File: src/hdl/spq_pkg.sv
`timescale 1ns / 1ps
`default_nettype none
// ----------------------------------------------------------------------------
// spq_pkg
// Types and constants shared by the sorted priority queue and its cells.
// ----------------------------------------------------------------------------
package spq_pkg;

  localparam int unsigned CAPACITY_DEFAULT = 16;
  localparam int unsigned PRIO_W           = 16;
  localparam int unsigned TAG_W            = 16;
  localparam int unsigned COUNT_OUT_W      = 5;

  localparam logic KIND_INSERT = 1'b0;
  localparam logic KIND_REMOVE = 1'b1;

  typedef enum logic [1:0] {
    STATUS_OK    = 2'd0,
    STATUS_FULL  = 2'd1,
    STATUS_EMPTY = 2'd2
  } status_t;

  // One input transfer.
  typedef struct packed {
    logic             kind;
    logic [PRIO_W-1:0] priority_in;
    logic [TAG_W-1:0]  tag_in;
  } spq_cmd_t;

  // One result transfer.
  typedef struct packed {
    logic [PRIO_W-1:0]      head_priority;
    logic [TAG_W-1:0]       head_tag;
    logic [COUNT_OUT_W-1:0] entry_count;
    logic [1:0]             status;
  } spq_rsp_t;

  // One queue entry as held in a cell.
  typedef struct packed {
    logic [PRIO_W-1:0] prio;
    logic [TAG_W-1:0]  tag;
  } spq_entry_t;

  // Broadcast control from the top level to every cell.
  typedef struct packed {
    logic       insert_en;
    logic       remove_en;
    spq_entry_t new_entry;
  } spq_ctrl_t;

  // What a cell shows its neighbors: keep goes to the right-hand one, the entry to both.
  typedef struct packed {
    logic       keep;
    spq_entry_t entry;
  } spq_link_t;

endpackage
`default_nettype wire

File: src/hdl/spq_cell.sv
`timescale 1ns / 1ps
`default_nettype none
// ----------------------------------------------------------------------------
// spq_cell
// One slot of the sorted queue: holds an entry and trades with its neighbors.
// ----------------------------------------------------------------------------
module spq_cell #(
  parameter int unsigned IDX     = 0,
  parameter int unsigned COUNT_W = 5
) (
  input  wire logic               clk,
  input  wire spq_pkg::spq_ctrl_t ctrl,
  input  wire logic [COUNT_W-1:0] count,
  input  wire spq_pkg::spq_link_t left,
  input  wire spq_pkg::spq_entry_t right_entry,
  output spq_pkg::spq_link_t      link
);
  import spq_pkg::*;

  spq_entry_t entry;
  logic       occupied;
  logic       keep;

  // A slot is occupied when it sits below the fill count.
  assign occupied = (COUNT_W'(IDX) < count);
  // Stable insert: an entry with lower or equal priority stays in place.
  assign keep     = occupied && (entry.prio <= ctrl.new_entry.prio);

  assign link.keep  = keep;
  assign link.entry = entry;

  always_ff @(posedge clk) begin
    if (ctrl.insert_en) begin
      if (!keep) begin
        entry <= left.keep ? ctrl.new_entry : left.entry;
      end
    end else if (ctrl.remove_en) begin
      entry <= right_entry;
    end
  end

endmodule
`default_nettype wire

File: src/hdl/sorted_priority_queue.sv
`timescale 1ns / 1ps
`default_nettype none
// ----------------------------------------------------------------------------
// sorted_priority_queue
// Bounded min-first priority queue built as a row of sorting cells.
// ----------------------------------------------------------------------------
// Usage:
//   A command transfer is taken at a rising edge where start is high and busy
//   is low. request.kind selects insert (priority_in, tag_in) or removal of
//   the head entry. busy stays low, so one command may be given every cycle.
//   Each command yields exactly one result transfer: done is high for one
//   cycle, the cycle right after the command edge, with the head entry, the
//   count held and a status. The receiver cannot hold results off; a result
//   is taken at the edge that ends its done cycle.
//   Throughput is one command per cycle. Every cell of the row compares its
//   own entry with the new priority and moves in the same cycle, so the
//   whole row updates in a single step.
//   Inserting into a full queue or removing from an empty queue leaves the
//   queue unchanged and reports STATUS_FULL or STATUS_EMPTY.
//   An empty queue reports a head priority and tag of zero.
//   Reset empties the queue by clearing the fill count; cell contents are
//   not cleared, since no cell at or above the count is ever shown.
// ----------------------------------------------------------------------------
module sorted_priority_queue #(
  parameter int unsigned CAPACITY = spq_pkg::CAPACITY_DEFAULT
) (
  input  wire logic              clk,
  input  wire logic              rst,
  input  wire logic              start,
  output logic                   busy,
  input  wire spq_pkg::spq_cmd_t request,
  output logic                   done,
  output spq_pkg::spq_rsp_t      result
);
  import spq_pkg::*;

  localparam int unsigned COUNT_W = $clog2(CAPACITY + 1);

  logic [COUNT_W-1:0] count;
  logic [COUNT_W-1:0] count_next;
  status_t            status;
  status_t            status_next;
  logic               accept;
  logic               full;
  logic               empty;
  spq_ctrl_t          ctrl;
  spq_link_t          links [CAPACITY];

  // The whole row updates at once, so the block is always ready.
  assign busy   = 1'b0;
  assign accept = start && !busy;
  assign full   = (count == COUNT_W'(CAPACITY));
  assign empty  = (count == '0);

  // Decide the operation and the count after it.
  always_comb begin
    ctrl.new_entry.prio = request.priority_in;
    ctrl.new_entry.tag  = request.tag_in;
    ctrl.insert_en      = 1'b0;
    ctrl.remove_en      = 1'b0;
    count_next          = count;
    status_next         = STATUS_OK;
    if (accept) begin
      if (request.kind == KIND_INSERT) begin
        if (full) begin
          status_next = STATUS_FULL;
        end else begin
          ctrl.insert_en = 1'b1;
          count_next     = count + 1'b1;
        end
      end else begin
        if (empty) begin
          status_next = STATUS_EMPTY;
        end else begin
          ctrl.remove_en = 1'b1;
          count_next     = count - 1'b1;
        end
      end
    end
  end

  // The row of cells. Cell 0 sees a left neighbor that always keeps, so a
  // new entry that goes ahead of everything lands at the head. The last
  // cell pulls in an unused entry on removal; it is then beyond the count.
  for (genvar i = 0; i < CAPACITY; i++) begin : g_cell
    spq_link_t  left;
    spq_entry_t right_entry;

    if (i == 0) begin : g_head
      assign left.keep  = 1'b1;
      assign left.entry = links[0].entry;
    end else begin : g_body
      assign left = links[i-1];
    end

    if (i == CAPACITY - 1) begin : g_tail
      assign right_entry = links[i].entry;
    end else begin : g_inner
      assign right_entry = links[i+1].entry;
    end

    spq_cell #(
      .IDX     (i),
      .COUNT_W (COUNT_W)
    ) u_cell (
      .clk         (clk),
      .ctrl        (ctrl),
      .count       (count),
      .left        (left),
      .right_entry (right_entry),
      .link        (links[i])
    );
  end

  always_ff @(posedge clk) begin
    if (rst) begin
      count  <= '0;
      done   <= 1'b0;
      status <= STATUS_OK;
    end else begin
      count <= count_next;
      done  <= accept;
      if (accept) begin
        status <= status_next;
      end
    end
  end

  // The result reads straight from the head cell after the update.
  always_comb begin
    result.head_priority = empty ? '0 : links[0].entry.prio;
    result.head_tag      = empty ? '0 : links[0].entry.tag;
    result.entry_count   = COUNT_OUT_W'(count);
    result.status        = status;
  end

  // The fill count never passes the capacity.
  a_count_bound: assert property (@(posedge clk) disable iff (rst)
    count <= COUNT_W'(CAPACITY))
    else $error("fill count beyond capacity");

  // Every accepted command gives a result in the next cycle.
  a_result_follows: assert property (@(posedge clk) disable iff (rst)
    accept |=> done)
    else $error("accepted command gave no result");

  // A refused insert leaves a full queue; a refused removal an empty one.
  a_full_status: assert property (@(posedge clk) disable iff (rst)
    (done && status == STATUS_FULL) |-> full)
    else $error("full status with room left");

  a_empty_status: assert property (@(posedge clk) disable iff (rst)
    (done && status == STATUS_EMPTY) |-> empty)
    else $error("empty status with entries held");

  // A successful insert or removal must change the count; the decode above steps it by exactly one.
  a_count_step: assert property (@(posedge clk) disable iff (rst)
    (accept && status_next == STATUS_OK) |=> (count != $past(count)))
    else $error("count did not move on a successful command");

endmodule
`default_nettype wire
File: config.mk
export PLATFORM = sky130hd
export DESIGN_NAME = sorted_priority_queue
export DESIGN_NICKNAME = d
export VERILOG_FILES = /design/src/hdl/spq_pkg.sv /design/src/hdl/spq_cell.sv /design/src/hdl/sorted_priority_queue.sv
export SDC_FILE = /design/constraint.sdc
export NUM_CORES = 2
export LEC_CHECK = 0
export ABC_AREA = 1
export BUFFER_PORTS_ARGS = -buffer_cell sky130_fd_sc_hd__buf_4
export CAP_MARGIN = 5
export CORE_MARGIN = 2
export CORE_UTILIZATION = 45
export CTS_CLUSTER_DIAMETER = 80
export DETAILED_ROUTE_END_ITERATION = 10
export SYNTH_ARGS = -nofsm -noshare
export SYNTH_HDL_FRONTEND = slang
export SYNTH_SLANG_ARGS = --single-unit
File: constraint.sdc
create_clock -name clk -period 7.3 [get_ports clk]
set_input_delay 2.19 -clock clk [delete_from_list [all_inputs] [get_ports clk]]
set_output_delay 2.19 -clock clk [all_outputs]
set_load 0.02 [all_outputs]
Word level (Yosys, flattened, before mapping)
Index checks and enable logic that the tools add are counted.
{"block": "totals", "regBits": 520, "wordCells": 196, "output_inout_bits": 41, "inputBits": 36}
{"block": "op_classes", "n_mux": 73, "n_addsub": 2, "bitwise": 1, "reduce_logical": 35, "n_eq_ne": 18, "magnitude_cmp": 32}
{"operator": "2-to-1 mux 32 bit", "n": 60}
{"operator": "<= comparator 16 bit", "n": 16}
{"operator": "< comparator 4 x 5 -> 1 bit (first input constant)", "n": 8}
{"operator": "!= test 2 bit (second input constant)", "n": 17}
{"operator": "2-to-1 mux 16 bit", "n": 2}
{"operator": "AND reduction 2 bit", "n": 16}
{"operator": "< comparator 3 x 5 -> 1 bit (first input constant)", "n": 4}
{"operator": "logical AND 1 bit", "n": 16}
{"operator": "2-to-1 mux 5 bit", "n": 3}
{"operator": "< comparator 1 x 5 -> 1 bit (first input constant)", "n": 2}
{"operator": "< comparator 2 x 5 -> 1 bit (first input constant)", "n": 2}
{"operator": "2-to-1 mux 2 bit", "n": 3}
{"operator": "adder 5 x 1 -> 5 bit (second input constant)", "n": 1}
{"operator": "equality test 5 bit (second input constant)", "n": 1}
{"operator": "logical NOT 5 bit", "n": 1}
{"operator": "2-to-1 mux 1 bit", "n": 5}
{"operator": "subtractor 5 x 1 -> 5 bit (second input constant)", "n": 1}
{"operator": "AND reduction 3 bit", "n": 1}
{"operator": "nonzero test 2 bit", "n": 1}
{"operator": "NOT 1 bit", "n": 1}

Logic depth before layout (Yosys ltp)
{"block": "depth", "depth_word": 6, "mapped_depth": 18, "depth_no_buf": 17}

Hierarchy
A second synthesis with hierarchy kept.
{"block": "unflattened", "cells_unflattened": 4202, "area_unflattened_um2": 33826.2}
{"mod": "spq_cell (g_cell[11].u_cell ...)", "instances": 2, "cells_each": 253, "seq_area_each_um2": 960.9, "area_each_um2": 2057.0}
{"mod": "spq_cell (g_cell[0].u_cell)", "instances": 1, "cells_each": 255, "seq_area_each_um2": 960.9, "area_each_um2": 2078.2}
{"mod": "spq_cell (g_cell[14].u_cell)", "instances": 1, "cells_each": 255, "seq_area_each_um2": 960.9, "area_each_um2": 2077.0}
{"mod": "spq_cell (g_cell[10].u_cell)", "instances": 1, "cells_each": 254, "seq_area_each_um2": 960.9, "area_each_um2": 2070.7}
{"mod": "spq_cell (g_cell[12].u_cell)", "instances": 1, "cells_each": 254, "seq_area_each_um2": 960.9, "area_each_um2": 2069.5}
{"mod": "spq_cell (g_cell[5].u_cell)", "instances": 1, "cells_each": 252, "seq_area_each_um2": 960.9, "area_each_um2": 2064.5}
{"mod": "spq_cell (g_cell[9].u_cell)", "instances": 1, "cells_each": 255, "seq_area_each_um2": 960.9, "area_each_um2": 2064.5}
{"mod": "spq_cell (g_cell[7].u_cell)", "instances": 1, "cells_each": 252, "seq_area_each_um2": 960.9, "area_each_um2": 2062.0}
{"mod": "spq_cell (g_cell[4].u_cell)", "instances": 1, "cells_each": 254, "seq_area_each_um2": 960.9, "area_each_um2": 2060.7}
{"mod": "spq_cell (g_cell[2].u_cell)", "instances": 1, "cells_each": 252, "seq_area_each_um2": 960.9, "area_each_um2": 2059.5}
{"mod": "spq_cell (g_cell[1].u_cell)", "instances": 1, "cells_each": 253, "seq_area_each_um2": 960.9, "area_each_um2": 2058.2}
{"mod": "spq_cell (g_cell[6].u_cell)", "instances": 1, "cells_each": 252, "seq_area_each_um2": 960.9, "area_each_um2": 2058.2}
{"mod": "spq_cell (g_cell[13].u_cell)", "instances": 1, "cells_each": 252, "seq_area_each_um2": 960.9, "area_each_um2": 2057.0}
{"mod": "spq_cell (g_cell[8].u_cell)", "instances": 1, "cells_each": 254, "seq_area_each_um2": 960.9, "area_each_um2": 2054.5}
{"mod": "+2 rows"}

Worst setup path before layout
No wires, ideal clock.
{"block": "synth_path", "path_type": "input to register", "start": "input request[17] (netlist bit)", "end": "register g_cell[15].u_cell.entry, in the netlist g_cell[15].u_cell.link[0], enable pin", "slack_ps": 2000, "stages": 12, "setup_ps": 432, "arrival_time_ps": 4868, "path_cell_list": "inv_1 ha_1 inv_1 nor2_1 nor2_1 o21ai_0 nand2_1 o211ai_1 nand2_1 nand2_1 nand2_1 a21oi_1"}
{"block": "synth_via", "elab_chain_len": 4}
{"element": "start, declared", "line": "sorted_priority_queue.sv:31", "text": "input wire spq_pkg::spq_cmd_t request,"}
{"element": "<= comparator 16 bit", "line": "spq_cell.sv:27", "text": "assign keep = occupied && (entry.prio <= ctrl.new_entry.prio);"}
{"element": "logical AND 1 bit", "line": "spq_cell.sv:27"}
{"element": "NOT 1 bit (no line)"}
{"element": "AND reduction 2 bit (no line)"}
{"element": "end signal, assigned", "line": "spq_cell.sv:35", "text": "entry <= left.keep ? ctrl.new_entry : left.entry;"}
{"element": "end signal, assigned", "line": "spq_cell.sv:38", "text": "entry <= right_entry;"}
{"element": "end, declared", "line": "spq_cell.sv:20", "text": "spq_entry_t entry;"}
No other way between the ends.
A chain may end at the register's enable or synchronous reset.

==> out/metrics.csv <==
stage,metric,value,unit
floorplanning,Initial Util,45.6,%
worst_setup_path,"slowest stage delay, CP",0.72,ns
cts,Sink Count,520,
finish,Final Instance Count excl. Fillers,5612,
hold_path,Worst Hold End,g_cell[14].u_cell.link[14],
floorplanning,die area,78100,um2
finish,share of cells above drive strength 1,5.28,%
yosys,#FFs+latches synth,520,
floorplanning,# IOs,77,
finish,Final Cell Area,37200,um2
cts,hold buffers post-CTS,0,
floorplanning,Core Area,74800,um2
power_and_ir_drop,Worst VDD drop,0.181,mV
timing,Worst Clk Skew,0.0218,ns
worst_setup_path,Crit Path Class,flip-flop to output port,
worst_setup_path,Arrival @ worst endpoint,2.87,ns
timing,Final Setup Violations,0,
routing,post-route ant nets,0,
routing,1st-pass router iterations,5,
yosys,yosys warns,0,
yosys,xor/xnor share of the synthesized area,0.0257,%
worst_setup_path,"delay-heaviest family, CP",simple AND/OR/NAND/NOR gates,
yosys,mux cell area share after synthesis,0,%
routing,DRT Wirelength,91600,um
placed_design,Final HPWL DP,66500,um
yosys,compound-gate portion of the synthesized area,3.23,%
hold_path,Hold WC Path Type,flip-flop to flip-flop,
timing,Max Slew Vio Count,0,
cts,CTS tree,yes,
yosys,synth unique cells,29,
floorplanning,site row count,100,
placed_design,Place WS,1.83,ns
worst_setup_path,Worst setup EP type,output port,
routing,DR WL/cell,16.3,um
timing,relative max-transition margin,33.9,%
cts,setup bufs post-CTS,0,
floorplanning,Chip Height,279,um
worst_setup_path,crit-path max FO,34,
cts,Root Buffer,clkbuf_16,
cts,CTS resizes,0,
cts,clock transition at the registers of the reported paths,0.06,ns
yosys,post-synth net total,4881,
power_and_ir_drop,Tot Pwr,9.97,mW
grt,first-pass GRT wire length,147000,um
grt,vias in the first global route,26410,
power_and_ir_drop,Power Dens Cells,268,nW/um2
grt,initial antenna violation count,0,
grt,Tot GR Track Use,23.6,%
placed_design,RePlAce Congestion,0.878,
finish,Final #Nets,4890,
status,outcome,completed,
placed_design,Post-Place Cells,5502,
timing,setup TNS,0,ns
cts,Max H-tree Level,2,
routing,Post-route DRC,0,
worst_setup_path,Worst R2R End,g_cell[12].u_cell.link[31],
worst_setup_path,CP Depth,8,
timing,minimum clock period,5.06,ns
grt,grt total ovfl,0,
routing,Via density,4.87,
timing,Slew @ Worst Pin,0.981,ns
worst_setup_path,CP Buf/Inv Count,3,
cts,Max Root-Sink Buffers,3,
cts,CTS Buf Count,60,
finish,multi-input logic area,15400,um2
placed_design,Placed Area,35300,um2
run,maxcap violations,0,
finish,FILL cells,7473,
worst_setup_path,R2R cell count,11,
timing,Max Fclk,197,MHz
timing,setup ws final,2.24,ns
routing,count of routing violations after the opening detailed-route iteration,2224,
finish,Antenna Cells,0,
finish,Area Growth Syn to Fin,8.92,%
worst_setup_path,slowest cell on the critical path,nor2_4,
yosys,post-synthesis simple-gate area fraction,32.3,%
grt,largest net degree at the start of global routing,145,
placed_design,I/O Buffers,75,
cts,Skew-Pair Late Insertion Delay,0.64,ns
hold_path,WHS Path Cells,2,
yosys,Post-Synth Adder-Cell Area,9.50,%
timing,RSZ-0062 raised after global routing,no,
routing,vias post-DR,27333,
power_and_ir_drop,LEAKAGE,21.4,nW
worst_setup_path,"setup slack, reg-to-reg",3.65,ns
yosys,post-synthesis cell count,4586,
timing,final hold vios,0,
worst_setup_path,crit-path cells,inv_1 > ha_1 > inv_1 > nor2_1 > nand2_1 > nor2_4 > nor2_1 > buf_4,
hold_path,min-delay src,g_cell[15].u_cell.link[14],
worst_setup_path,type of origin of the critical path,flip-flop,
worst_setup_path,reg2reg start,count[0],
yosys,sequential share of the synthesized area,45.5,%
yosys,synthesized area,34100,um2
worst_setup_path,worst path required time,5.11,ns
timing,final worst-path cycle share,69.4,%
yosys,combinational family with the most area after synthesis,simple AND/OR/NAND/NOR gates,
finish,Reg area,15500,um2
yosys,syn avg cell area,7.44,um2
floorplanning,Die X,279,um
[kinds of logic after synthesis]
logic type,Yosys count
AO/OA/AOI/OAI,208
XOR/XNOR,1
adder cells (fa/ha/maj),259
buffers and inverters,737
flip-flops,520
other,1
AND/OR/NAND/NOR,2860
[layout make-up]
cell class / count / area share, %
sequential: 520 / 41.8
multi-input combinational: 3329 / 41.5
clock inverter: 35 / 0.855
inverter: 550 / 5.57
clock buffer: 75 / 4.25
timing repair buffer: 134 / 2.81
tap: 969 / 3.26
[worst max-delay path by stage]
stage | startpoint | slack (ns) | to
2_1_floorplan | request[17] | 2.00 | g_cell[15].u_cell.link[0]
3_3_place_gp | request[27] | 1.82 | g_cell[12].u_cell.link[30]
3_5_place_dp | request[31] | 1.83 | g_cell[12].u_cell.link[31]
4_1_cts | count[0] | 2.18 | result[14]
5_1_grt | count[0] | 2.00 | result[14]
6_report | count[0] | 2.24 | result[14]
[routing by layer]
| metal | up-vias | part of all wire (%) | GRT usage [%] |
|---|---|---|---|
| met5 | - | 0 | 0 |
| met3 | 124 | 5.8 | 3.51 |
| li1 | 14251 | - | - |
| met1 | 12279 | 48 | 33.6 |
| met4 | 0 | 2.5 | 6.40 |
| met2 | 679 | 44 | 37.4 |
[worst min-delay path, delay by kind of cell (launching register included)]
kind | cells | cell delay (ns)
AND/OR/NAND/NOR | 2 | 0.10
flip-flops | 1 | 0.31
[placed cells by master, fill, tap and decap left out, types with 2 or more instances in the layout]
cell       synthesis  layout
nand2_4           20      20
clkbuf_16          0      61
nand2_2            5       5
buf_12             0       3
nand3_1           47      47
dfxtp_1            8       8
o21ai_0           84      84
inv_2              3       2
clkinv_2           0       9
bufinv_16          0       5
buf_4             11     131
inv_1            546     546
a21oi_1          105     104
nor2_1           119     118
clkbuf_1          55      14
nand4_1           18      18
a21o_1            15      15
clkinv_1           1      19
ha_1             259     259
nand2_1         2633    2633
edfxtp_1         512     512
nor3_1            16      16
[registers in the layout, summed over array words and instances (netlist names)]
signal / count
status: 2
g_cell.u_cell.link: 512
done: 1
count: 5
[where the power goes]
part	total [mW]	internal (mW)	switching (mW)	leakage, nW
logic	2.69	0.881	1.81	15.5
clock network	2.97	1.70	1.27	0.925
registers	4.31	3.99	0.320	4.94
total	9.97	6.57	3.40	21.4
[through the flow]
step	util, %	hold slack, ns
after floorplan	-	0.494
after detailed placement	47.1	0.503
final	49.7	0.514
after CTS	49.7	0.517
after global placement	47.1	0.498
after global routing	49.7	0.537
[synthesized netlist by cell type, drive strengths merged]
cell	number	area [um2]
nand2	2658	10100
inv	549	2060
edfxtp	512	15400
ha	259	3240
buf	132	927
nor2	119	447
a21oi	105	526
o21ai	84	420
clkbuf	55	206
nand3	48	245
nand4	18	113
nor3	17	96.4
a21o	15	113
dfxtp	8	160
clkinv	1	3.75
conb	1	3.75
o2111ai	1	8.76
o211ai	1	7.51
o22ai	1	6.26
o31ai	1	21.3
xor2	1	8.76
(Power assumes the default switching activity.)
